==> src/sv/dpr_pkg.sv <==
// ----------------------------------------------------------------------------
// Digipeater path rewrite package
// Shared types, codes and sizes for the path rewrite block, its address
// match unit, its RAMs and its checker.
// ----------------------------------------------------------------------------
package dpr_pkg;

  localparam int ADDR_W      = 56;
  localparam int TAB_W       = 59;
  localparam int TABLE_DEPTH = 16;
  localparam int TIDX_W      = (TABLE_DEPTH > 1) ? $clog2(TABLE_DEPTH) : 1;
  localparam int TIDX_N      = 1 << TIDX_W;
  localparam int TAB_DEPTH   = 3 * TIDX_N;
  localparam int TAB_AW      = TIDX_W + 2;
  localparam int MAX_PATH    = 8;
  localparam int SLOT_W      = 3;
  localparam int COUNT_W     = 4;
  localparam int REG_IDX_W   = 2;

  localparam logic [TIDX_W-1:0] IDX_LAST = TIDX_W'(TABLE_DEPTH - 1);

  // AX.25 SSID byte fields
  localparam logic [7:0] SSID_HOPS  = 8'h1e;
  localparam logic [7:0] USED_BIT   = 8'h80;
  localparam logic [7:0] SSID_DONE  = 8'he0;
  localparam logic [7:0] SSID_FIXED = 8'h60;

  // Command codes
  localparam logic [1:0] FUNC_LOAD_TABLE = 2'd0;
  localparam logic [1:0] FUNC_LOAD_PATH  = 2'd1;
  localparam logic [1:0] FUNC_PROCESS    = 2'd2;

  // Table selects
  localparam logic [1:0] LIST_PLAIN  = 2'd0;
  localparam logic [1:0] LIST_TRACE  = 2'd1;
  localparam logic [1:0] LIST_FLOOD  = 2'd2;
  localparam logic [1:0] LIST_UNUSED = 2'd3;

  // Result actions
  localparam logic [1:0] ACT_NONE  = 2'd0;
  localparam logic [1:0] ACT_PLAIN = 2'd1;
  localparam logic [1:0] ACT_TRACE = 2'd2;
  localparam logic [1:0] ACT_FLOOD = 2'd3;

  // Configuration register indexes
  localparam logic [REG_IDX_W-1:0] REG_OWN_CALL  = 2'd0;
  localparam logic [REG_IDX_W-1:0] REG_MAX_TRACE = 2'd1;
  localparam logic [REG_IDX_W-1:0] REG_MAX_FLOOD = 2'd2;

  typedef struct packed {
    logic [1:0]         func;
    logic [1:0]         list_sel;
    logic [3:0]         slot_index;
    logic [ADDR_W-1:0]  address;
    logic [2:0]         match_len;
    logic [COUNT_W-1:0] path_count;
    logic [COUNT_W-1:0] first_unused;
  } cmd_t;

  typedef struct packed {
    logic [1:0]         action;
    logic [SLOT_W-1:0]  out_slot;
    logic [ADDR_W-1:0]  out_address;
    logic [COUNT_W-1:0] out_count;
    logic               last;
  } res_t;

  // Verdict of the address match unit for one table entry
  typedef struct packed {
    logic              present;
    logic              hit;
    logic              hop_ok;
    logic [ADDR_W-1:0] new_addr;
  } match_t;

  typedef enum logic [2:0] {
    S_IDLE,
    S_PATH_RD,
    S_PATH_LD,
    S_SCAN,
    S_EMIT_RD,
    S_EMIT_LD,
    S_NONE
  } state_t;

endpackage

==> src/sv/dpr_ram.sv <==
// ----------------------------------------------------------------------------
// Generic RAM
// Single write port, single read port with registered read data.
// ----------------------------------------------------------------------------
module dpr_ram #(
  parameter int WIDTH = 8,
  parameter int DEPTH = 16
) (
  input  logic                     clk,
  input  logic                     we,
  input  logic [$clog2(DEPTH)-1:0] waddr,
  input  logic [WIDTH-1:0]         wdata,
  input  logic [$clog2(DEPTH)-1:0] raddr,
  output logic [WIDTH-1:0]         rdata
);

  logic [WIDTH-1:0] mem [DEPTH];

  always_ff @(posedge clk) begin
    if (we) begin
      mem[waddr] <= wdata;
    end
    rdata <= mem[raddr];
  end

endmodule

==> src/sv/dpr_match.sv <==
// ----------------------------------------------------------------------------
// Address match unit
// Compares the working path address against one table entry and works out
// the rewritten address, including the hop count step of an alias.
// ----------------------------------------------------------------------------
module dpr_match (
  input  logic [dpr_pkg::ADDR_W-1:0] cur,
  input  logic [dpr_pkg::TAB_W-1:0]  entry,
  input  logic [1:0]                 lst,
  input  logic [3:0]                 limit,
  output dpr_pkg::match_t            m
);
  import dpr_pkg::*;

  logic       plain_hit;
  logic       lead_hit;
  logic [2:0] n;
  logic [3:0] hops;
  logic [3:0] lim;
  logic [3:0] h;
  logic [7:0] ssid;

  always_comb begin
    plain_hit = (cur[ADDR_W-1:8] == entry[ADDR_W-1:8]) &&
                (((cur[7:0] ^ entry[7:0]) & SSID_HOPS) == 8'h00);

    // Leading bytes compared, byte 0 in the top bits; zero bytes match all.
    n        = entry[TAB_W-1:ADDR_W];
    lead_hit = 1'b1;
    for (int b = 0; b < 7; b++) begin
      if ((3'(b) < n) && (cur[ADDR_W-1-8*b -: 8] != entry[ADDR_W-1-8*b -: 8])) begin
        lead_hit = 1'b0;
      end
    end

    hops = cur[4:1];
    lim  = (hops > limit) ? limit : hops;
    h    = lim - 4'd1;
    ssid = {3'b000, h, 1'b0} | ((h == 4'd0) ? SSID_DONE : SSID_FIXED);

    m.present  = (entry[ADDR_W-1:ADDR_W-8] != 8'h00);
    m.hit      = (lst == LIST_PLAIN) ? plain_hit : lead_hit;
    m.hop_ok   = (lim != 4'd0);
    m.new_addr = (lst == LIST_PLAIN) ? (cur | {48'h0, USED_BIT})
                                     : {cur[ADDR_W-1:8], ssid};
  end

endmodule

==> src/sv/digipeater_path_rewrite.sv <==
// ----------------------------------------------------------------------------
// Digipeater path rewrite
// Loads alias tables and a digipeater path, then rewrites the path for a
// relay decision and streams the rewritten slots out one word at a time.
// ----------------------------------------------------------------------------
// Timing: a load word completes in its accept cycle. A process word reads
//   the first unused slot, scans the table entries one at a time, then sends
//   its result words; a bad geometry goes straight to an action-none word.
// Throughput: one word at a time; the table scan through the single table
//   RAM read port bounds it, with output stalls added on top.
// Reset: synchronous; clears the state machine, the output valid and the table
//   entry valid bits, and sets the own call to zero and both hop limits to 2.
// ----------------------------------------------------------------------------
module digipeater_path_rewrite (
  input  logic                          clk,
  input  logic                          rst,
  input  logic                          cfg_we,
  input  logic [dpr_pkg::REG_IDX_W-1:0] cfg_index,
  input  logic [dpr_pkg::ADDR_W-1:0]    cfg_data,
  input  logic                          cmd_valid,
  output logic                          cmd_ready,
  input  dpr_pkg::cmd_t                 cmd,
  output logic                          res_valid,
  input  logic                          res_ready,
  output dpr_pkg::res_t                 res
);
  import dpr_pkg::*;

  // Configuration registers.
  logic [ADDR_W-1:0] own_call;
  logic [3:0]        max_trace;
  logic [3:0]        max_flood;

  // Sequencer state and working registers of one process word.
  state_t             state;
  state_t             state_next;
  logic [COUNT_W-1:0] cnt;
  logic [SLOT_W-1:0]  f;
  logic [1:0]         ptr_lst;
  logic [1:0]         ptr_lst_next;
  logic [TIDX_W-1:0]  ptr_idx;
  logic [TIDX_W-1:0]  ptr_idx_next;
  logic [ADDR_W-1:0]  cur;
  logic [1:0]         act;
  logic               ins;
  logic [COUNT_W-1:0] cnt_out;
  logic [SLOT_W-1:0]  slot;

  // Table entry valid bits: an entry never written reads as zero, which
  // ends its table at that point just as after reset.
  logic [2:0][TIDX_N-1:0] vld;

  logic              cmd_acc;
  logic              out_free;
  logic              geo_bad;
  logic [TIDX_W+3:0] idx_ext;
  logic              tab_we;
  logic              path_we;
  logic [TAB_AW-1:0] tab_waddr;
  logic [TAB_AW-1:0] tab_raddr;
  logic [TAB_W-1:0]  tab_rdata;
  logic [TAB_W-1:0]  entry;
  logic [SLOT_W-1:0] path_raddr;
  logic [ADDR_W-1:0] path_rdata;
  logic [3:0]        limit;
  match_t            m;

  logic              list_end;
  logic              scan_take;
  logic              scan_none;

  logic              is_f;
  logic              is_f1;
  logic              shift_src;
  logic              slot_last;
  logic [ADDR_W-1:0] word_addr;

  // --------------------------------------------------------------------------
  // Input side decode. Loads complete in the accept cycle; table and path
  // writes go straight to the RAMs.
  // --------------------------------------------------------------------------
  assign cmd_ready = (state == S_IDLE);
  assign cmd_acc   = cmd_valid && cmd_ready;
  assign out_free  = !res_valid || res_ready;

  assign idx_ext   = {{TIDX_W{1'b0}}, cmd.slot_index};
  assign tab_waddr = {cmd.list_sel, idx_ext[TIDX_W-1:0]};
  assign tab_we    = cmd_acc && (cmd.func == FUNC_LOAD_TABLE) &&
                     (cmd.list_sel != LIST_UNUSED) &&
                     (idx_ext < (TIDX_W + 4)'(TABLE_DEPTH));
  assign path_we   = cmd_acc && (cmd.func == FUNC_LOAD_PATH) &&
                     (cmd.slot_index < COUNT_W'(MAX_PATH));

  // A path geometry that makes no sense gives action none at once.
  assign geo_bad = (cmd.path_count == '0) || (cmd.path_count > COUNT_W'(MAX_PATH)) ||
                   (cmd.first_unused == '0) || (cmd.first_unused > cmd.path_count);

  // All three tables share one RAM, addressed by table select and index.
  dpr_ram #(
    .WIDTH (TAB_W),
    .DEPTH (TAB_DEPTH)
  ) u_tab_ram (
    .clk   (clk),
    .we    (tab_we),
    .waddr (tab_waddr),
    .wdata ({cmd.match_len, cmd.address}),
    .raddr (tab_raddr),
    .rdata (tab_rdata)
  );

  dpr_ram #(
    .WIDTH (ADDR_W),
    .DEPTH (MAX_PATH)
  ) u_path_ram (
    .clk   (clk),
    .we    (path_we),
    .waddr (cmd.slot_index[SLOT_W-1:0]),
    .wdata (cmd.address),
    .raddr (path_raddr),
    .rdata (path_rdata)
  );

  // --------------------------------------------------------------------------
  // Table scan. The table RAM is addressed with the next scan pointer, so
  // the entry at the current pointer is on the read data in every scan
  // cycle and one entry is checked per cycle by the shared match unit.
  // --------------------------------------------------------------------------
  assign entry = vld[ptr_lst][ptr_idx] ? tab_rdata : '0;
  assign limit = (ptr_lst == LIST_TRACE) ? max_trace : max_flood;

  dpr_match u_match (
    .cur   (cur),
    .entry (entry),
    .lst   (ptr_lst),
    .limit (limit),
    .m     (m)
  );

  always_comb begin
    // A table ends at an empty entry or after its last entry.
    list_end  = !m.present || (!m.hit && (ptr_idx == IDX_LAST));
    // The first matching entry decides; an alias whose clamped hop count is
    // zero decides too, for no relay.
    scan_take = m.present && m.hit && ((ptr_lst == LIST_PLAIN) || m.hop_ok);
    scan_none = (m.present && m.hit && (ptr_lst != LIST_PLAIN) && !m.hop_ok) ||
                (list_end && (ptr_lst == LIST_FLOOD));
  end

  // --------------------------------------------------------------------------
  // Emission. With a trace relay into a path that has room, the own call
  // goes into the first unused slot and the rewritten alias and all later
  // slots move up by one; with a full path the own call replaces the alias.
  // --------------------------------------------------------------------------
  always_comb begin
    is_f      = (slot == f);
    is_f1     = ins && ({1'b0, slot} == ({1'b0, f} + 4'd1));
    shift_src = ins && ({1'b0, slot} > ({1'b0, f} + 4'd1));
    slot_last = (({1'b0, slot} + 4'd1) == cnt_out);

    if ((act == ACT_TRACE) && is_f) begin
      word_addr = own_call | {48'h0, USED_BIT};
    end else if ((act == ACT_TRACE) ? is_f1 : is_f) begin
      word_addr = cur;
    end else begin
      word_addr = path_rdata;
    end
    // End-of-address bit on the final slot.
    if (slot_last) begin
      word_addr[0] = 1'b1;
    end
  end

  // Before the decision the path RAM reads the first unused slot; while
  // emitting it reads the source slot of the word being built.
  always_comb begin
    if ((state == S_EMIT_RD) || (state == S_EMIT_LD)) begin
      path_raddr = shift_src ? (slot - 3'd1) : slot;
    end else begin
      path_raddr = f;
    end
  end

  // --------------------------------------------------------------------------
  // Sequencer: next state.
  // --------------------------------------------------------------------------
  always_comb begin
    state_next = state;
    case (state)
      S_IDLE: begin
        if (cmd_acc && (cmd.func == FUNC_PROCESS)) begin
          state_next = geo_bad ? S_NONE : S_PATH_RD;
        end
      end
      S_PATH_RD: begin
        state_next = S_PATH_LD;
      end
      S_PATH_LD: begin
        state_next = S_SCAN;
      end
      S_SCAN: begin
        if (scan_none) begin
          state_next = S_NONE;
        end else if (scan_take) begin
          state_next = S_EMIT_RD;
        end
      end
      S_EMIT_RD: begin
        state_next = S_EMIT_LD;
      end
      S_EMIT_LD: begin
        if (out_free) begin
          state_next = slot_last ? S_IDLE : S_EMIT_RD;
        end
      end
      S_NONE: begin
        if (out_free) begin
          state_next = S_IDLE;
        end
      end
      default: begin
        state_next = S_IDLE;
      end
    endcase
  end

  // --------------------------------------------------------------------------
  // Sequencer: scan pointer and table read address.
  // --------------------------------------------------------------------------
  always_comb begin
    ptr_lst_next = ptr_lst;
    ptr_idx_next = ptr_idx;
    case (state)
      S_PATH_LD: begin
        ptr_lst_next = LIST_PLAIN;
        ptr_idx_next = '0;
      end
      S_SCAN: begin
        if (!scan_take && !scan_none) begin
          if (list_end) begin
            ptr_lst_next = ptr_lst + 2'd1;
            ptr_idx_next = '0;
          end else begin
            ptr_idx_next = ptr_idx + TIDX_W'(1);
          end
        end
      end
      default: begin
        ptr_lst_next = ptr_lst;
        ptr_idx_next = ptr_idx;
      end
    endcase
    tab_raddr = {ptr_lst_next, ptr_idx_next};
  end

  // --------------------------------------------------------------------------
  // Registers.
  // --------------------------------------------------------------------------
  always_ff @(posedge clk) begin
    if (rst) begin
      state     <= S_IDLE;
      res_valid <= 1'b0;
      vld       <= '0;
      own_call  <= '0;
      max_trace <= 4'd2;
      max_flood <= 4'd2;
    end else begin
      state <= state_next;

      if (cfg_we) begin
        case (cfg_index)
          REG_OWN_CALL:  own_call  <= cfg_data;
          REG_MAX_TRACE: max_trace <= cfg_data[3:0];
          REG_MAX_FLOOD: max_flood <= cfg_data[3:0];
          default: ;
        endcase
      end

      if (tab_we) begin
        vld[cmd.list_sel][idx_ext[TIDX_W-1:0]] <= 1'b1;
      end

      if (((state == S_EMIT_LD) || (state == S_NONE)) && out_free) begin
        res_valid <= 1'b1;
      end else if (res_ready) begin
        res_valid <= 1'b0;
      end
    end
  end

  // Payload and working registers need no reset.
  always_ff @(posedge clk) begin
    ptr_lst <= ptr_lst_next;
    ptr_idx <= ptr_idx_next;

    if (cmd_acc && (cmd.func == FUNC_PROCESS)) begin
      cnt <= cmd.path_count;
      f   <= SLOT_W'(cmd.first_unused - 4'd1);
    end

    if (state == S_PATH_LD) begin
      cur <= path_rdata;
    end

    if ((state == S_SCAN) && scan_take) begin
      cur  <= m.new_addr;
      slot <= '0;
      case (ptr_lst)
        LIST_PLAIN: act <= ACT_PLAIN;
        LIST_TRACE: act <= ACT_TRACE;
        default:    act <= ACT_FLOOD;
      endcase
      if ((ptr_lst == LIST_TRACE) && (cnt < COUNT_W'(MAX_PATH))) begin
        ins     <= 1'b1;
        cnt_out <= cnt + 4'd1;
      end else begin
        ins     <= 1'b0;
        cnt_out <= cnt;
      end
    end

    if ((state == S_EMIT_LD) && out_free) begin
      res.action      <= act;
      res.out_slot    <= slot;
      res.out_address <= word_addr;
      res.out_count   <= cnt_out;
      res.last        <= slot_last;
      slot            <= slot + 3'd1;
    end

    if ((state == S_NONE) && out_free) begin
      res.action      <= ACT_NONE;
      res.out_slot    <= '0;
      res.out_address <= '0;
      res.out_count   <= '0;
      res.last        <= 1'b1;
    end
  end

endmodule

==> config.mk <==
export PLATFORM = sky130hd
export DESIGN_NAME = digipeater_path_rewrite
export DESIGN_NICKNAME = d
export VERILOG_FILES = /design/src/sv/dpr_pkg.sv /design/src/sv/dpr_ram.sv /design/src/sv/dpr_match.sv /design/src/sv/digipeater_path_rewrite.sv
export SDC_FILE = /design/constraint.sdc
export NUM_CORES = 2
export LEC_CHECK = 0
export ABC_AREA = 1
export BUFFER_PORTS_ARGS = -buffer_cell sky130_fd_sc_hd__buf_4
export CAP_MARGIN = 10
export CORE_MARGIN = 2
export CORE_UTILIZATION = 53
export DETAILED_ROUTE_END_ITERATION = 6
export PLACE_DENSITY = 0.69
export SYNTH_ARGS = -nofsm -noshare
export SYNTH_HDL_FRONTEND = slang
export SYNTH_HIERARCHICAL = 1
export SYNTH_SLANG_ARGS = --single-unit
==> constraint.sdc <==
create_clock -name clk -period 7.8 [get_ports clk]
set_input_delay 1.17 -clock clk [delete_from_list [all_inputs] [get_ports clk]]
set_output_delay 1.17 -clock clk [all_outputs]
set_load 0.02 [all_outputs]
== Word-level counts from Yosys, hierarchy flattened ==
Memory sizes are Yosys's and may differ from the RTL's. A register that Yosys moved wholly into a read port is not among the register bits.
Index checks and enable logic that the tools add are counted.
Storage, ports and cells
  register bits after elaboration: 261
  bits in writable memories: 3280
  bits of input ports: 138
  output and inout port bits: 68
  logic and storage cells: 211
  memories kept: 2
Memory list
  u_tab_ram.mem: depth 48, bits a word 59, read ports 1, clocked after Yosys merged registers in 1, wr ports 1, RTL line dpr_ram.sv:17  | logic [WIDTH-1:0] mem [DEPTH];
  u_path_ram.mem: depth 8, bits a word 56, read ports 1, clocked after Yosys merged registers in 1, wr ports 1, RTL line dpr_ram.sv:17
Cells by class
  $add $sub $neg: 9
  magnitude comparators: 20
  eq/ne operators: 31
  multiplexer cells: 54
  bitwise gates (word level): 4
  reduce and logical (&&, ||, !) cells: 67
Operators with widths (number)
  2-to-1 mux 56 bit: 4
  2-to-1 mux 59 bit: 1
  != test 8 bit: 7
  == test 48 bit: 1
  OR 48 bit: 1
  2-to-1 mux 3 bit: 11
  binary-select mux 16 bit (select 2 bit): 1
  demux 16 bit (select 2 bit): 1
  logical AND 1 bit: 32
  2-to-1 mux 16 bit: 2
  case mux 3 bit (7 select lines): 1
  2-to-1 mux 4 bit: 5
  2-to-1 mux 1 bit: 19
  2-to-1 mux 8 bit: 2
  less-than comparator 4 x 5 -> 1 bit, second input constant: 3
  logical NOT 4 bit: 3
  AND reduction 2 bit: 5
  == test 3 bit, second input constant: 3
  logical OR 1 bit: 9
  less-than comparator 3 bit, first input constant: 3
  adder 3 x 1 -> 4 bit, second input constant: 2
  adder 4 x 1 -> 4 bit, second input constant: 2
  == test 2 bit, second input constant: 4
  > comparator 4 bit: 2
  38 further kinds: 61

== Logic depth before layout (Yosys ltp) ==
  depth in word-level cells: 24
  depth in mapped cells: 45
  depth with buffers taken out: 40

== Cells and area by module ==
The synthesis kept the hierarchy.
By module, submodules not included
  dpr_ram at u_tab_ram: instances 1, cells each 9146, area each 113990.6 sq um, seq. area each 86222.7 sq um
  dpr_ram at u_path_ram: instances 1, cells each 2010, area each 20699.9 sq um, seq. area each 14574.0 sq um
  digipeater_path_rewrite: instances 1, cells each 1838, area each 13051.3 sq um, seq. area each 5935.7 sq um
  dpr_match: instances 1, cells each 428, area each 2019.4 sq um, seq. area each 0.0 sq um

== Worst setup path before layout ==
No wires, ideal clock.
  kind: input to register
  start point: input port cmd[71] in the netlist's numbering
  end point: memory u_tab_ram/mem[24][0] in the netlist's numbering (enable)
  library setup time: 0.628 ns
  arrival time: 7.785 ns
  data required time: 7.172 ns
  slack: -0.613 ns
  stages: 7
  buffers on the path: 2
  path through: a21oi_1 nand4_1 clkinv_1 buf_2 clkbuf_1 nand2_1 nor4_1
On the way
  cells in the longest elaborated chain, start to end: 5
RTL lines
  from (decl): RTL line digipeater_path_rewrite.sv:22  | input dpr_pkg::cmd_t cmd,
  != test 2 bit: RTL line digipeater_path_rewrite.sv:89  | (cmd.list_sel != LIST_UNUSED) &&
  logical AND 1 bit: RTL line digipeater_path_rewrite.sv:88  | assign tab_we = cmd_acc && (cmd.func == FUNC_LOAD_TABLE) &&
  logical AND 1 bit: RTL line digipeater_path_rewrite.sv:89
  named net tab_we: RTL line digipeater_path_rewrite.sv:57  | logic tab_we;
  2-to-1 mux 1 bit: RTL line dpr_ram.sv:20  | if (we) begin
  2-to-1 mux 1 bit (not written as such): RTL line dpr_ram.sv:21  | mem[waddr] <= wdata;
  to (decl): RTL line dpr_ram.sv:17
The timed path passes the listed nets, and every way through them passes these cells.

==> results.sh <==
export IMPL_synth_largest_area_cell="edfxtp_1"
export IMPL_post_cts_resized_instances=0
export IMPL_fp_dieArea_um2=287000
export IMPL_net_switching_power_uw=15800
export IMPL_design_area_final_um2=168000
export IMPL_stdcell_count=17500
export IMPL_max_clock_path_buffers=4
export IMPL_drive_gt1_frac=0.0865
export IMPL_p_seq_frac=0.440
export IMPL_finalSetupViolations=0
export IMPL_cts_htree_levels=5
export IMPL_vias_in_the_first_global_route=97900
export IMPL_clkSinkCount=3655
export IMPL_power_switching_fraction=0.307
export IMPL_p_per_area_nw_per_um2=305
export IMPL_synthToLayoutAreaGrowth_pct=12.4
export IMPL_grt_util_all_layers=0.293
export IMPL_grt_max_degree=183
export IMPL_layout_worst_path_cycle_share=0.879
export IMPL_combPwrFrac=0.221
export IMPL_outcome="complete, no violations"
export IMPL_crit_slowest_cell="nand3_2"
export IMPL_finalClockSkew_ns=0.0553
export IMPL_cts_reportedPaths_clkPinSlew_ns=0.06
export IMPL_yosysWarnings=6
export IMPL_chipHeight_um=536
export IMPL_maxClockFrequency_mhz=146
export IMPL_setup_worst_path_end_class="register"
export IMPL_gr_total_overflow=0
export IMPL_timing_worst_slew_pin_value_ns=1.37
export IMPL_remaining_drc_errors=0
export IMPL_num_io_pins=206
export IMPL_mappedNetlistArea_um2=150000
export IMPL_leakage_uw=0.0626
export IMPL_synth_area_top_cells="edfxtp_1 67%, nand2_1 8.9%, nand3_1 7.3%, dfxtp_1 4.0%, nor2_1 2.4%"
export IMPL_dpl_cells=16900
export IMPL_ir_drop_mv=0.227
export IMPL_grt_first_pass_wirelength_mm=627
export IMPL_die_width_um=536
export IMPL_synth_top_cell_area_share=0.672
export IMPL_count_of_mapped_cells_out_of_synthesis=13400
export IMPL_num_vias=103000
export IMPL_timing_setup_critical_path_class="reg2reg"
export IMPL_dp_hpwl_mm=237
export IMPL_cts_hold_fix_buffers=0
export IMPL_synthDistinctLibCells=39
export IMPL_yosysSeqAreaShare=0.713
export IMPL_worst_setup_path_start_kind="register"
export IMPL_rd_place_congestion=0.887
export IMPL_syn_mean_instance_area_um2=11.2
export IMPL_clockRootBuffer="clkbuf_16"
export IMPL_drv_max_cap_violation_count=0
export IMPL_detail_routed_net_length_per_standard_cell_um=24.4
export IMPL_first_iter_violations=13300
export IMPL_port_buffer_count=204
export IMPL_data_required_critical_path_ns=8.62
export IMPL_grt_setup_unrepaired="no"
export IMPL_critical_path_max_stage_delay_ns=0.52
export IMPL_tritoncts_num_buffers=363
export IMPL_crit_path_max_fanout=34
export IMPL_final_nets=13700
export IMPL_p_clk_frac=0.339
export IMPL_tritoncts="yes"
export IMPL_register_bit_total_from_synthesis=3655
export IMPL_totalNegativeSetupSlack_ns=0
export IMPL_placeableCoreArea_um2=282000
export IMPL_placed_area_um2=156000
export IMPL_placementRows=195
export IMPL_dr_pass1_iters=6
export IMPL_synth_fp_nets=13600
export IMPL_arrival_ns=7.68
export IMPL_totalWireLength_mm=428
export IMPL_grt_antenna_before_repair=35
export IMPL_timing_max_slew_rel_slack=0.0876
export IMPL_drt_vias_per_instance=5.90
export IMPL_finalCriticalPeriod_ns=6.85
export IMPL_floorplan_initialDensity=0.532
export IMPL_post_cts_setup_buffers=0
export IMPL_internal_power_uw=35600
export IMPL_timing_final_hold_violations=0
export IMPL_cell_mode_on_critical_path="nand2_1"
export IMPL_max_slew_violation_count=0
export IMPL_timing_hold_worst_class="reg2reg"
export IMPL_report_power_total_uw=51400
export IMPL_worstSkewPairLatency_ns=0.92
export IMPL_hold_worst_slack_ns=0.452
export IMPL_ant_nets=0
==> power groups by stage <==
stage / clock network [uW] / logic [uW] / registers [uW]
floorplan: 0 / 7170 / 22900
global placement: 0 / 10900 / 23000
detailed placement: 0 / 11100 / 23000
CTS: 17600 / 11200 / 22600
global route: 18300 / 12400 / 22600
finish: 17400 / 11300 / 22600
==> logic make-up after synthesis <==
group / Yosys count / synth area share
DFF: 3655 / 0.713
buffers and inverters: 1802 / 0.0516
muxes: 1 / 0.0000752
and+or+nand+nor: 6697 / 0.187
xor gates and xnor gates: 23 / 0.00135
AOI/OAI and AO/OA: 1219 / 0.0452
adders and majority gates: 25 / 0.00209
==> cell usage after synthesis <==
cell,instances
edfxtp_1,3353
o21ai_0,707
a21oi_2,11
clkinv_1,3
nor2_1,943
nand2_1,3536
nand2_2,6
dfxtp_1,302
a41o_1,1
nand3b_2,1
nand3_1,2172
nand2_4,3
nor4_1,3
inv_4,1
clkbuf_1,306
nand4_1,10
or2_2,1
a31oi_1,10
o21bai_1,1
buf_1,87
inv_2,10
o211ai_1,242
nor3b_1,1
o21ai_1,26
buf_4,112
buf_6,17
nand3_2,3
o22ai_1,2
xnor2_1,7
xor2_1,16
ha_1,25
buf_2,336
inv_1,930
o31ai_1,1
nand3_4,1
mux2_2,1
nor3_1,15
nor2_2,2
a21oi_1,218
==> critical path, delay by kind of cell, from the launching register on <==
kind                   cells  cell delay (ns)
DFF                        1             0.32
and+or+nand+nor           31             3.52
buffers and inverters      9             2.12
AOI/OAI and AO/OA          2             0.72
==> per-stage QoR <==
step | util | setup WS [ns]
2_1_floorplan | - | 1.89
3_3_place_gp | 0.556 | 1.31
3_5_place_dp | 0.556 | 1.23
4_1_cts | 0.597 | 1.21
5_1_grt | 0.598 | 0.513
6_report | 0.598 | 0.945
==> cell type report <==
type                    count  area [um^2]
fillers                 21800       113000
flip-flops and latches   3655       107000
multi-input cells        7965        35900
clock buffers             478         9900
repair buffers            559         5550
well taps                3743         4680
inverters                 944         3580
clock inverters           180         1920
diodes                     22         55.1
==> cell usage in the layout (no fill, tap or decap), types with 3 or more instances in the layout <==
master and instances:
ha_1 25, o21ai_4 7, clkbuf_8 23, inv_2 8, xnor2_1 7, inv_4 3, nand4_1 10, clkinvlp_4 8
o21ai_0 701, o211ai_1 242, clkbuf_16 370, nand3_1 2171, nor2_4 56, inv_1 925, clkinv_1 59, a31oi_1 10
a21oi_1 218, buf_4 451, diode_2 22, nor2_1 887, nand2_2 8, xor2_1 16, a21oi_2 11, clkbuf_1 84
bufinv_16 35, inv_6 12, dfxtp_1 302, nand3_2 3, buf_12 108, o21ai_1 25, inv_16 3, clkinv_2 59
nor3_1 15, inv_8 4, nand2_1 3533, edfxtp_1 3353, clkinv_8 4, nand2_4 4
==> flip-flops by register name (all words and copies together) (netlist names) <==
signal / count
res_valid: 1
state: 3
cnt: 4
u_tab_ram/mem: 2832
own_call: 55
u_path_ram/mem: 448
ptr_idx: 4
max_flood: 4
vld: 48
ins: 1
max_trace: 4
u_tab_ram/rdata: 59
res: 66
cnt_out: 4
u_path_ram/rdata: 56
cur: 56
ptr_lst: 2
act: 2
slot: 3
f: 3
==> layer usage <==
metal  part of all wire  vias up  GRT usage  wire length (um)
met4              0.043       10      0.119             18500
met3               0.11     1055     0.0472             46000
met1               0.38    50300      0.401            164000
met2               0.47     5898      0.471            200000
met5            0.00015        -          0                63
li1                   -    46200          -                 -
==> path summary, 6_finish.rpt <==
kind	startpoint	endpoint	slack, ns	cells after the start
setup / recovery	ptr_lst[1]$_DFF_P_	u_tab_ram/rdata[20]$_DFF_P_	0.95	42
hold / removal	own_call[45]$_SDFFE_PP0P_	own_call[45]$_SDFFE_PP0P_	0.45	2
hold reg to reg	own_call[45]$_SDFFE_PP0P_	own_call[45]$_SDFFE_PP0P_	0.45	2
setup reg to reg	ptr_lst[1]$_DFF_P_	u_tab_ram/rdata[20]$_DFF_P_	0.95	42
(Power assumes the default switching activity.)
